$ cat src/hw/rtl/ir_pulse_distance_decoder_macros.svh
// Assertion macros for the infrared pulse distance decoder
// Used by files that hold concurrent checks; needs clk_i and rst_ni in scope
`ifndef IR_PULSE_DISTANCE_DECODER_MACROS_SVH
`define IR_PULSE_DISTANCE_DECODER_MACROS_SVH

// same-cycle implication, disabled during reset
`define IRPD_ASSERT_NOW(lbl, ante, cons, msg) \
  lbl: assert property (@(posedge clk_i) disable iff (!rst_ni) (ante) |-> (cons)) \
    else $error(msg);

// next-cycle implication, disabled during reset
`define IRPD_ASSERT_NEXT(lbl, ante, cons, msg) \
  lbl: assert property (@(posedge clk_i) disable iff (!rst_ni) (ante) |=> (cons)) \
    else $error(msg);

`endif

$ cat src/hw/rtl/irpd_pkg.sv
// Shared types, constants and window compare for the pulse distance decoder
// No dependencies
`timescale 1ns / 1ps

package irpd_pkg;

  // sizes
  localparam int unsigned WIDTH_W   = 16;
  localparam int unsigned CODE_W    = 64;
  localparam int unsigned CODE_BITS = 64;
  localparam int unsigned IDX_W     = $clog2(CODE_W);
  localparam int unsigned CNT_W     = 7;
  localparam int unsigned CFG_IDX_W = 3;

  // decode phases
  typedef enum logic [2:0] {
    PH_HDR_MARK,
    PH_HDR_SPACE,
    PH_BIT_MARK,
    PH_BIT_SPACE,
    PH_HALTED
  } phase_e;

  // frame status codes
  typedef enum logic [1:0] {
    ST_COMPLETE = 2'd0,
    ST_HEADER   = 2'd1,
    ST_BADSPACE = 2'd2,
    ST_EARLY    = 2'd3
  } status_e;

  // configuration register indexes
  typedef enum logic [CFG_IDX_W-1:0] {
    CFG_HDR_MARK   = 3'd0,
    CFG_HDR_SPACE  = 3'd1,
    CFG_BIT_MARK   = 3'd2,
    CFG_ZERO_SPACE = 3'd3,
    CFG_ONE_SPACE  = 3'd4,
    CFG_MARK_TOL   = 3'd5,
    CFG_SPACE_TOL  = 3'd6
  } cfg_idx_e;

  // configuration register file
  typedef struct packed {
    logic [WIDTH_W-1:0] hdr_mark;
    logic [WIDTH_W-1:0] hdr_space;
    logic [WIDTH_W-1:0] bit_mark;
    logic [WIDTH_W-1:0] zero_space;
    logic [WIDTH_W-1:0] one_space;
    logic [WIDTH_W-1:0] mark_tol;
    logic [WIDTH_W-1:0] space_tol;
  } cfg_t;

  localparam cfg_t CFG_RESET = '{
    hdr_mark:   16'd6100,
    hdr_space:  16'd7600,
    bit_mark:   16'd550,
    zero_space: 16'd1500,
    one_space:  16'd3500,
    mark_tol:   16'd150,
    space_tol:  16'd200
  };

  // strict window: nominal - tol < w < nominal + tol, without wrap
  function automatic logic in_window(logic [WIDTH_W-1:0] w,
                                     logic [WIDTH_W-1:0] nom,
                                     logic [WIDTH_W-1:0] tol);
    logic [WIDTH_W:0] w_plus_tol;
    logic [WIDTH_W:0] nom_plus_tol;
    w_plus_tol   = {1'b0, w} + {1'b0, tol};
    nom_plus_tol = {1'b0, nom} + {1'b0, tol};
    return ({1'b0, nom} < w_plus_tol) && ({1'b0, w} < nom_plus_tol);
  endfunction

endpackage

$ cat src/hw/rtl/irpd_if.sv
// Channel interfaces of the pulse distance decoder: pulses, results, configuration
// Depends on irpd_pkg
`timescale 1ns / 1ps

// pulse width items
interface irpd_in_if import irpd_pkg::*; ();
  logic               valid;
  logic               ready;
  logic [WIDTH_W-1:0] pulse_width;
  logic               frame_end;

  modport source (output valid, pulse_width, frame_end, input ready);
  modport sink   (input valid, pulse_width, frame_end, output ready);
endinterface

// decoded frame items
interface irpd_out_if import irpd_pkg::*; ();
  logic             valid;
  logic             ready;
  logic [CODE_W-1:0] code_bits;
  logic [CNT_W-1:0]  bits_decoded;
  logic [1:0]        frame_status;

  modport source (output valid, code_bits, bits_decoded, frame_status, input ready);
  modport sink   (input valid, code_bits, bits_decoded, frame_status, output ready);
endinterface

// register writes
interface irpd_cfg_if import irpd_pkg::*; ();
  logic                 valid;
  logic                 ready;
  logic [CFG_IDX_W-1:0] index;
  logic [WIDTH_W-1:0]   data;

  modport source (output valid, index, data, input ready);
  modport sink   (input valid, index, data, output ready);
endinterface

$ cat src/hw/rtl/ir_pulse_distance_decoder.sv
// Infrared pulse distance decoder, top level
// Depends on irpd_pkg, irpd_if.sv and ir_pulse_distance_decoder_macros.svh
//
// Usage:
//   pulse_i  : one item per captured mark or space width (us), frame_end set on
//              the last pulse of a frame
//   result_o : one item per frame: 64-bit code (LSB first), bit count, status
//   cfg_i    : register writes (index, data), always ready; write only while idle
// Path: a pulse is held in the input register and decoded from there; if it
//   ends a frame its result is written to the result register that drives result_o.
// Throughput: one pulse per cycle while no frame end stalls; the single decode
//   stage updates frame state by window compares, at most one bit per item.
// Stall: when a result waits on result_o, pulses that do not end a frame still
//   pass; a second frame end holds in the input register and pulse_i drops
//   ready until the waiting result is taken.
// Reset: configuration returns to its default windows, the code register
//   clears and the decoder waits for a header mark. The code register keeps
//   its value between frames; phase, bit count and stop reason restart.
`timescale 1ns / 1ps
`include "ir_pulse_distance_decoder_macros.svh"

module ir_pulse_distance_decoder import irpd_pkg::*; (
  input  logic         clk_i,
  input  logic         rst_ni,
  irpd_in_if.sink      pulse_i,
  irpd_out_if.source   result_o,
  irpd_cfg_if.sink     cfg_i
);

  cfg_t               cfg_q;

  logic               s1_valid_q;
  logic [WIDTH_W-1:0] s1_width_q;
  logic               s1_last_q;
  logic               s1_fire;
  logic               out_free;

  phase_e             phase_q, phase_d;
  logic [CODE_W-1:0]  code_q, code_d;
  logic [CNT_W-1:0]   cnt_q, cnt_d;
  status_e            stop_q, stop_d;
  status_e            status_d;
  logic [CNT_W-1:0]   cnt_res_d;

  logic               out_valid_q;
  logic [CODE_W-1:0]  out_code_q;
  logic [CNT_W-1:0]   out_cnt_q;
  status_e            out_status_q;

  logic               end_fire;
  logic               hdr_phase;
  logic               idle_start;

  // configuration registers
  assign cfg_i.ready = 1'b1;

  always_ff @(posedge clk_i or negedge rst_ni) begin
    if (!rst_ni) begin
      cfg_q <= CFG_RESET;
    end else if (cfg_i.valid) begin
      unique case (cfg_idx_e'(cfg_i.index))
        CFG_HDR_MARK:   cfg_q.hdr_mark   <= cfg_i.data;
        CFG_HDR_SPACE:  cfg_q.hdr_space  <= cfg_i.data;
        CFG_BIT_MARK:   cfg_q.bit_mark   <= cfg_i.data;
        CFG_ZERO_SPACE: cfg_q.zero_space <= cfg_i.data;
        CFG_ONE_SPACE:  cfg_q.one_space  <= cfg_i.data;
        CFG_MARK_TOL:   cfg_q.mark_tol   <= cfg_i.data;
        CFG_SPACE_TOL:  cfg_q.space_tol  <= cfg_i.data;
        default:        cfg_q <= cfg_q;
      endcase
    end
  end

  // handshake: a frame end needs a free output slot
  assign out_free      = !out_valid_q || result_o.ready;
  assign s1_fire       = s1_valid_q && (!s1_last_q || out_free);
  assign pulse_i.ready = !s1_valid_q || s1_fire;

  // input register
  always_ff @(posedge clk_i or negedge rst_ni) begin
    if (!rst_ni) begin
      s1_valid_q <= 1'b0;
    end else if (pulse_i.ready) begin
      s1_valid_q <= pulse_i.valid;
    end
  end

  always_ff @(posedge clk_i) begin
    if (pulse_i.ready && pulse_i.valid) begin
      s1_width_q <= pulse_i.pulse_width;
      s1_last_q  <= pulse_i.frame_end;
    end
  end

  // decode state register
  always_ff @(posedge clk_i or negedge rst_ni) begin
    if (!rst_ni) begin
      phase_q <= PH_HDR_MARK;
      code_q  <= '0;
      cnt_q   <= '0;
      stop_q  <= ST_COMPLETE;
    end else begin
      phase_q <= phase_d;
      code_q  <= code_d;
      cnt_q   <= cnt_d;
      stop_q  <= stop_d;
    end
  end

  // next state and frame result
  always_comb begin
    logic             win_zero;
    logic             win_one;
    logic [CNT_W-1:0] cnt_inc;
    win_zero  = in_window(s1_width_q, cfg_q.zero_space, cfg_q.space_tol);
    win_one   = in_window(s1_width_q, cfg_q.one_space, cfg_q.space_tol);
    cnt_inc   = cnt_q + CNT_W'(1);
    phase_d   = phase_q;
    code_d    = code_q;
    cnt_d     = cnt_q;
    stop_d    = stop_q;
    status_d  = ST_EARLY;
    cnt_res_d = cnt_q;

    if (s1_fire) begin
      unique case (phase_q)
        PH_HDR_MARK: begin
          if (in_window(s1_width_q, cfg_q.hdr_mark, cfg_q.space_tol)) begin
            phase_d = PH_HDR_SPACE;
          end else begin
            phase_d = PH_HALTED;
            stop_d  = ST_HEADER;
          end
        end
        PH_HDR_SPACE: begin
          if (in_window(s1_width_q, cfg_q.hdr_space, cfg_q.space_tol)) begin
            phase_d = PH_BIT_MARK;
          end else begin
            phase_d = PH_HALTED;
            stop_d  = ST_HEADER;
          end
        end
        // marks outside the window are skipped
        PH_BIT_MARK: begin
          if (in_window(s1_width_q, cfg_q.bit_mark, cfg_q.mark_tol)) begin
            phase_d = PH_BIT_SPACE;
          end
        end
        PH_BIT_SPACE: begin
          if (win_zero || win_one) begin
            code_d[cnt_q[IDX_W-1:0]] = !win_zero;
            cnt_d = cnt_inc;
            if (cnt_inc >= CNT_W'(CODE_BITS)) begin
              phase_d = PH_HALTED;
              stop_d  = ST_COMPLETE;
            end else begin
              phase_d = PH_BIT_MARK;
            end
          end else begin
            phase_d = PH_HALTED;
            stop_d  = ST_BADSPACE;
          end
        end
        PH_HALTED: phase_d = PH_HALTED;
        default:   phase_d = PH_HDR_MARK;
      endcase

      // status as the frame stands after this pulse
      priority if (phase_d == PH_HALTED) begin
        status_d = stop_d;
      end else if (phase_d == PH_HDR_MARK || phase_d == PH_HDR_SPACE) begin
        status_d = ST_HEADER;
      end else begin
        status_d = ST_EARLY;
      end
      cnt_res_d = cnt_d;

      // frame end restarts the decoder, the code is kept
      if (s1_last_q) begin
        phase_d = PH_HDR_MARK;
        cnt_d   = '0;
        stop_d  = ST_COMPLETE;
      end
    end
  end

  // result register
  always_ff @(posedge clk_i or negedge rst_ni) begin
    if (!rst_ni) begin
      out_valid_q <= 1'b0;
    end else if (s1_fire && s1_last_q) begin
      out_valid_q <= 1'b1;
    end else if (result_o.ready) begin
      out_valid_q <= 1'b0;
    end
  end

  always_ff @(posedge clk_i) begin
    if (s1_fire && s1_last_q) begin
      out_code_q   <= code_d;
      out_cnt_q    <= cnt_res_d;
      out_status_q <= status_d;
    end
  end

  assign result_o.valid        = out_valid_q;
  assign result_o.code_bits    = out_code_q;
  assign result_o.bits_decoded = out_cnt_q;
  assign result_o.frame_status = out_status_q;

  // terms used by the checks
  assign end_fire   = s1_fire && s1_last_q;
  assign hdr_phase  = (phase_q == PH_HDR_MARK) || (phase_q == PH_HDR_SPACE);
  assign idle_start = (phase_q == PH_HDR_MARK) && (cnt_q == '0);

  // checks
  `IRPD_ASSERT_NOW(a_cnt_range, 1'b1, cnt_q <= CNT_W'(CODE_BITS), "bit count beyond code size")
  `IRPD_ASSERT_NOW(a_hdr_no_bits, hdr_phase, cnt_q == '0, "bits counted before header")
  `IRPD_ASSERT_NEXT(a_end_restart, end_fire, idle_start, "decoder not restarted after frame end")
  `IRPD_ASSERT_NEXT(a_end_result, end_fire, out_valid_q, "frame end gave no result")

endmodule
$ cat src/flat_wrapper.sv
// flat-port wrapper written by rule: the top's interface ports become plain ports
module ir_pulse_distance_decoder_flat import irpd_pkg::*;
  (clk_i, rst_ni, pulse_i_valid, pulse_i_pulse_width, pulse_i_frame_end, pulse_i_ready, result_o_valid, result_o_code_bits, result_o_bits_decoded, result_o_frame_status, result_o_ready, cfg_i_valid, cfg_i_index, cfg_i_data, cfg_i_ready);
  irpd_in_if pulse_i_i ();
  irpd_out_if result_o_i ();
  irpd_cfg_if cfg_i_i ();
  input  logic clk_i;
  input  logic rst_ni;
  input wire logic [$bits(pulse_i_i.valid)-1:0] pulse_i_valid;
  input wire logic [$bits(pulse_i_i.pulse_width)-1:0] pulse_i_pulse_width;
  input wire logic [$bits(pulse_i_i.frame_end)-1:0] pulse_i_frame_end;
  output wire logic [$bits(pulse_i_i.ready)-1:0] pulse_i_ready;
  output wire logic [$bits(result_o_i.valid)-1:0] result_o_valid;
  output wire logic [$bits(result_o_i.code_bits)-1:0] result_o_code_bits;
  output wire logic [$bits(result_o_i.bits_decoded)-1:0] result_o_bits_decoded;
  output wire logic [$bits(result_o_i.frame_status)-1:0] result_o_frame_status;
  input wire logic [$bits(result_o_i.ready)-1:0] result_o_ready;
  input wire logic [$bits(cfg_i_i.valid)-1:0] cfg_i_valid;
  input wire logic [$bits(cfg_i_i.index)-1:0] cfg_i_index;
  input wire logic [$bits(cfg_i_i.data)-1:0] cfg_i_data;
  output wire logic [$bits(cfg_i_i.ready)-1:0] cfg_i_ready;
  assign pulse_i_i.valid = pulse_i_valid;
  assign pulse_i_i.pulse_width = pulse_i_pulse_width;
  assign pulse_i_i.frame_end = pulse_i_frame_end;
  assign pulse_i_ready = pulse_i_i.ready;
  assign result_o_valid = result_o_i.valid;
  assign result_o_code_bits = result_o_i.code_bits;
  assign result_o_bits_decoded = result_o_i.bits_decoded;
  assign result_o_frame_status = result_o_i.frame_status;
  assign result_o_i.ready = result_o_ready;
  assign cfg_i_i.valid = cfg_i_valid;
  assign cfg_i_i.index = cfg_i_index;
  assign cfg_i_i.data = cfg_i_data;
  assign cfg_i_ready = cfg_i_i.ready;
  ir_pulse_distance_decoder u_core (.clk_i(clk_i), .rst_ni(rst_ni), .pulse_i(pulse_i_i), .result_o(result_o_i), .cfg_i(cfg_i_i));
endmodule
$ cat config.mk
export PLATFORM = sky130hd
export DESIGN_NAME = ir_pulse_distance_decoder_flat
export DESIGN_NICKNAME = d
export VERILOG_FILES = /design/src/hw/rtl/irpd_pkg.sv /design/src/hw/rtl/irpd_if.sv /design/src/hw/rtl/ir_pulse_distance_decoder.sv /design/src/flat_wrapper.sv
export VERILOG_INCLUDE_DIRS = /design/src /design/src/hw/rtl
export SDC_FILE = /design/constraint.sdc
export NUM_CORES = 1
export LEC_CHECK = 0
export ABC_AREA = 1
export BUFFER_PORTS_ARGS = -buffer_cell sky130_fd_sc_hd__buf_2
export CAP_MARGIN = 10
export CORE_MARGIN = 1
export CORE_UTILIZATION = 35
export DETAILED_ROUTE_END_ITERATION = 7
export GPL_ROUTABILITY_DRIVEN = 0
export SLEW_MARGIN = 20
export SYNTH_ARGS = -nofsm -noshare
export SYNTH_HDL_FRONTEND = slang
export SYNTH_SLANG_ARGS = --single-unit
$ cat constraint.sdc
create_clock -name clk_i -period 5.5 [get_ports clk_i]
set_input_delay 1.1 -clock clk_i [delete_from_list [all_inputs] [get_ports clk_i]]
set_output_delay 1.1 -clock clk_i [all_outputs]
set_load 0.005 [all_outputs]
# Word level (Yosys, flattened, before mapping)
# Index checks and enable logic that the tools add are counted.
[word_totals]
ff_bits = 280
in_bits = 41
output_inout_bits = 76
elab_cells = 108
[classes]
addsub = 8
magnitude_cmp = 13
eq_ne = 12
n_mux = 28
reduce_logical = 29
[op_table]
columns = ["op", "count"]
rows = [
  ["$mux W64", 3],
  ["$lt A16 B17 Y1", 10],
  ["$add A16 B16 Y17", 7],
  ["$bwmux W64", 1],
  ["$mux W7", 4],
  ["$mux W3", 7],
  ["$eq A3 B3 Y1 const B", 5],
  ["$pmux W3 S5", 1],
  ["$mux W2", 7],
  ["$reduce_and A2 Y1", 7],
  ["$eq A3 B2 Y1 const B", 4],
  ["$eq A3 B1 Y1 const B", 3],
  ["$logic_and A1 B1 Y1", 9],
  ["$logic_not A3 Y1", 3],
  ["$add A7 B1 Y7 const B", 1],
  ["$ge A7 B7 Y1 const B", 1],
  ["$lt A6 B7 Y1 const B", 1],
  ["$demux W1 S6", 1],
  ["$ge A6 B1 Y1 const B", 1],
  ["$pmux W2 S3", 1],
  ["$logic_or A1 B1 Y1", 5],
  ["$logic_not A1 Y1", 4],
  ["$mux W1", 3],
  ["$reduce_bool A2 Y1", 1],
]

# Longest topological paths before layout
[depth]
word_depth = 11
mapped_depth = 28
ltp_nobuf = 28

# Least setup slack after synthesis
# Ideal clock, no wire load.
[synth_timing]
path_kind = "register -> register"
from = "reg u_core.cfg_q[1] (netlist bit)"
to = "reg u_core.out_code_q[31] (netlist: u_core.result_o.code_bits[31]) (data pin)"
setup_ps = 258
arrival_ps = 3646
slack_ps = 1596
path_stages_with_launch = 26
synth_period_minus_slack_ps = 3904
cell_sequence = "dfrtp_1 -> ha_1 -> nand3_1 -> nand2_1 -> nand2_1 -> o211ai_1 -> a21oi_1 -> o21ai_0 -> a21oi_1 -> o21ai_0 -> a21oi_1 -> o21ai_0 -> xor2_1 -> ha_1 -> nand2_1 -> inv_1 -> nand4_1 -> nor2_1 -> nor2_1 -> nand3_1 -> nor2_1 -> nand2_4 -> buf_6 -> buf_2 -> o22ai_1 -> inv_1"
[synth_between]
elab_chain_len = 8
[synth_rtl]
columns = ["element", "line_no", "rtl"]
rows = [
  ["from (decl)", "ir_pulse_distance_decoder.sv:30", "cfg_t cfg_q;"],
  ["from (signal assigned)", "ir_pulse_distance_decoder.sv:69", "default: cfg_q <= cfg_q;"],
  ["$add A16 B16 Y17 (on tied branches)", "irpd_pkg.sv:70, irpd_pkg.sv:71", ""],
  ["$lt A16 B17 Y1", "irpd_pkg.sv:72", "return ({1'b0, nom} < w_plus_tol) && ({1'b0, w} < nom_plus_tol);"],
  ["$logic_and A1 B1 Y1", "irpd_pkg.sv:72", ""],
  ["$logic_not A1 Y1", "ir_pulse_distance_decoder.sv:151", "code_d[cnt_q[IDX_W-1:0]] = !win_zero;"],
  ["$bwmux W64", "ir_pulse_distance_decoder.sv:151", ""],
  ["$mux W64 *", "ir_pulse_distance_decoder.sv:150", "if (win_zero || win_one) begin"],
  ["$mux W64 *", "ir_pulse_distance_decoder.sv:126", "unique case (phase_q)"],
  ["$mux W64 *", "ir_pulse_distance_decoder.sv:125", "if (s1_fire) begin"],
  ["named net u_core.code_d[31]", "ir_pulse_distance_decoder.sv:39", "logic [CODE_W-1:0] code_q, code_d;"],
  ["to (signal assigned)", "ir_pulse_distance_decoder.sv:200", "out_code_q <= code_d;"],
  ["to (decl)", "ir_pulse_distance_decoder.sv:46", "logic [CODE_W-1:0] out_code_q;"],
]
# The timed path passes the listed nets; every way through them passes the cells marked *.
# A chain may end at the register's enable or synchronous reset.

# Final worst setup path
[layout_timing]
from = "reg u_core.cfg_q[5] (netlist bit)"
to = "reg u_core.out_code_q[38] (netlist: u_core.result_o.code_bits[38]) (data pin)"
# The elaborated chain is that of the path after synthesis.

==> summary.md <==
| Metric | Value |
|---|---|
| P&R area growth vs syn | 12.9% |
| Register area share after synthesis | 39.0% |
| Crit path kind | reg2reg |
| Yosys Warn Count | 0 |
| Share of the synthesized area in the top cell type | about a fifth |
| Die ar. | 0.0559 mm2 |
| Post-CTS resize count | 0 |
| Commonest cells post-synth | nand2_1 (462), inv_1 (275), ha_1 (255) |
| Overall power | 9070 uW |
| Worst Path Max Fanout | 40 |
| Initial DRC count | roughly 1200 |
| Clock Sinks | 280 |
| CP max stage cell | dfrtp_1 |
| Crit path time final | 5080 ps |
| Top post-synthesis cells by area | dfrtp_1 (20%), ha_1 (17%), edfxtp_1 (14%) |
| DRT Wirelength | 58000 um |
| # DRC | 0 |
| Die Wd | 236 um |
| Remaining global-route overflow | 0 |
| First-pass GRT wire length | 90300 um |
| Hold Path Class | in2async |
| CTS HTree Levels | 1 |
| DR pass1 iterations | 8 |
| Pins Over Slew Limit | 0 |
| Power Density | 417 mW/mm2 |
| Slew HR | a little over a quarter |
| Worst-margin pin slew | roughly 1100 ps |
| Final hold violation count | 0 |
| Placed Cells | 3091 |
| Avg WL per Cell | around 18 um |
| CP arrival | 5420 ps |
| CTS tree | done |
| Hold Buf Count CTS | 0 |
| MaxCap Viol Count | 0 |
| M2 GR Usage | about a third |
| Critical Path RT | approximately 5800 ps |
| Peak supply drop | 228 uV |
| Mapped Area | a little under 0.02 mm2 |
| Clock root cell | clkbuf_16 |
| Clock-pin slew on the worst setup and hold paths | ~70 ps |
| Port buffer count | roughly 120 |
| Core area | 0.0540 mm2 |
| Pre-CTS setup slack | 608 ps |
| Netlist cell types | 44 |
| Clock tree buffer depth | 3 |
| Syn Nets | between 2000 and 3000 |
| Die H | 236 um |
| Worst Skew | 18.1 ps |
| Post-CTS Setup Bufs | 0 |
| Flops & latches, synth | 280 |
| Met1 usage | between 20% and 30% |
| I/O pins | 117 |
| Final period util | 92.3% |
| Fraction of registers with async set/reset | 67.9% |
| TNS Setup | 0 ps |
| Dpl hpwl | between 40000 and 50000 um |
| Number of synthesized flops with an enable pin | 90 |
| Lkg Pwr | 0.0107 uW |
| Crit. End Element | register |
| Post-detailed-route count of antenna-violating nets | 0 |
| ANT cells | 0 |
| Clk Latency, worst-skew pair | roughly 620 ps |
| Largest net degree at the start of global routing | 82 |
| Final WS setup | roughly 420 ps |
| Initial Utilization | 35.6% |
| RSZ-0062 raised after global routing | no |
| Met3 usage | 3.01% |
| Via count | 16600 |
| Mapped Avg Cell Area | 8.38 um2 |
| Gr usage total | between 20% and 30% |
| Most common cell in the synthesized netlist | nand2_1 |
| Gr busiest metal | met2 |
| Status | complete, no violations |
| Non-Filler Instances | 3149 |
| Max stage delay on crit path | between 400 and 500 ps |
| # rows | 85 |
| # setup viols final | 0 |
| Via-to-Cell Ratio | 5.27 |
| Antenna violations before repair | 1 |
| Layout cells sized above 1 | between 10% and 20% |
| Num CTS Buffers | 31 |
| Cell mode on critical path | nand2_1 |
| Post-synth top area cell | dfrtp_1 |
| Top_reg_cell synth | dfrtp_1 |
| Max Fclk | 197 MHz |
| Nets@finish | 2731 |
| Synth Instances | between 2000 and 2500 |
| Vias in the first global route | 15700 |
| Nature of the critical path startpoint | register |
worst max-delay path, delay by kind of cell, from the launching register on:
kind            cells  cell delay [ps]
compound gates      9             1780
simple gates       12             1260
fa+ha+maj           2              670
flops               1              460
buf+inv             2              370
xor+xnor            1              210
registers in the layout, indices dropped and copies added (netlist names), 3 cells and up:
name	flops
u_core.cnt_q	7
u_core.phase_q	3
u_core.result_o.code_bits	64
u_core.s1_width_q	16
u_core.cfg_q	112
u_core.code_q	64
u_core.result_o.bits_decoded	7
per-stage QoR:
stage	hold WS, ps	util (%)	cell area, um2
2_1_floorplan	449	-	19200
3_3_place_gp	463	38.3	20700
3_5_place_dp	475	38.3	20700
4_1_cts	490	40.2	21700
5_1_grt	506	40.2	21700
6_report	486	40.2	21700
cell families (layout without fill, tap and decap cells):
logic type | count (synthesis) | count (layout) | share of synthesized area (%)
AOI/OAI and AO/OA | 476 | 476 | 13.8
xor gates and xnor gates | 97 | 97 | 4.42
adders and majority gates | 262 | 262 | 17.3
buffers and inverters | 322 | 478 | 6.53
DFF | 280 | 280 | 39.0
other | 1 | 1 | 0.0195
and+or+nand+nor | 859 | 859 | 18.9
final timing paths:
path,cells after the start,slack (ps),startpoint,to
max,26,420,u_core.cfg_q[5],u_core.result_o.code_bits[38]
min,1,490,rst_ni,u_core.code_q[49]
max reg2reg,26,420,u_core.cfg_q[5],u_core.result_o.code_bits[38]
min reg2reg,2,490,u_core.code_q[42],u_core.code_q[42]
max in group asynchronous,2,4050,rst_ni,u_core.cfg_q[47]
min in group clk_i,2,490,u_core.code_q[42],u_core.code_q[42]
power breakdown:
group | switching (uW) | internal, uW | leakage, uW
Clock | 942 | 1200 | 0.000503
Combinational | 2740 | 1500 | 0.00698
Sequential | 281 | 2420 | 0.00323
placed cells by master (no fill, tap or decap), types with 11 or more instances in the layout:
| cell | count |
|---|---|
| a21oi_1 | 179 |
| ha_1 | 255 |
| o21bai_1 | 22 |
| xor2_1 | 80 |
| o22ai_1 | 55 |
| dfrtp_1 | 150 |
| buf_4 | 24 |
| clkbuf_16 | 31 |
| inv_1 | 274 |
| nand4_1 | 37 |
| nor2_1 | 176 |
| o221ai_1 | 11 |
| nor3_1 | 58 |
| xnor2_1 | 17 |
| buf_2 | 114 |
| a211oi_1 | 13 |
| dfstp_2 | 40 |
| o21ai_1 | 14 |
| o21ai_0 | 146 |
| nor4_1 | 11 |
| nand2_1 | 460 |
| nand3_1 | 94 |
| edfxtp_1 | 90 |
metal layers:
metal	routed length, um	vias up
met5	13	-
met4	2580	2
met2	26600	527
met1	25600	7804
li1	-	8124
met3	3220	128
layout make-up:
cell class | instances | area (um2)
Fill cell | 5401 | 32300
Multi-Input combinational cell | 1695 | 10500
Sequential cell | 280 | 7510
Inverter | 280 | 1050
Tap cell | 696 | 871
Clock buffer | 43 | 861
Timing Repair Buffer | 140 | 785
Clock inverter | 15 | 158
Power figures use the tool's default switching activity.
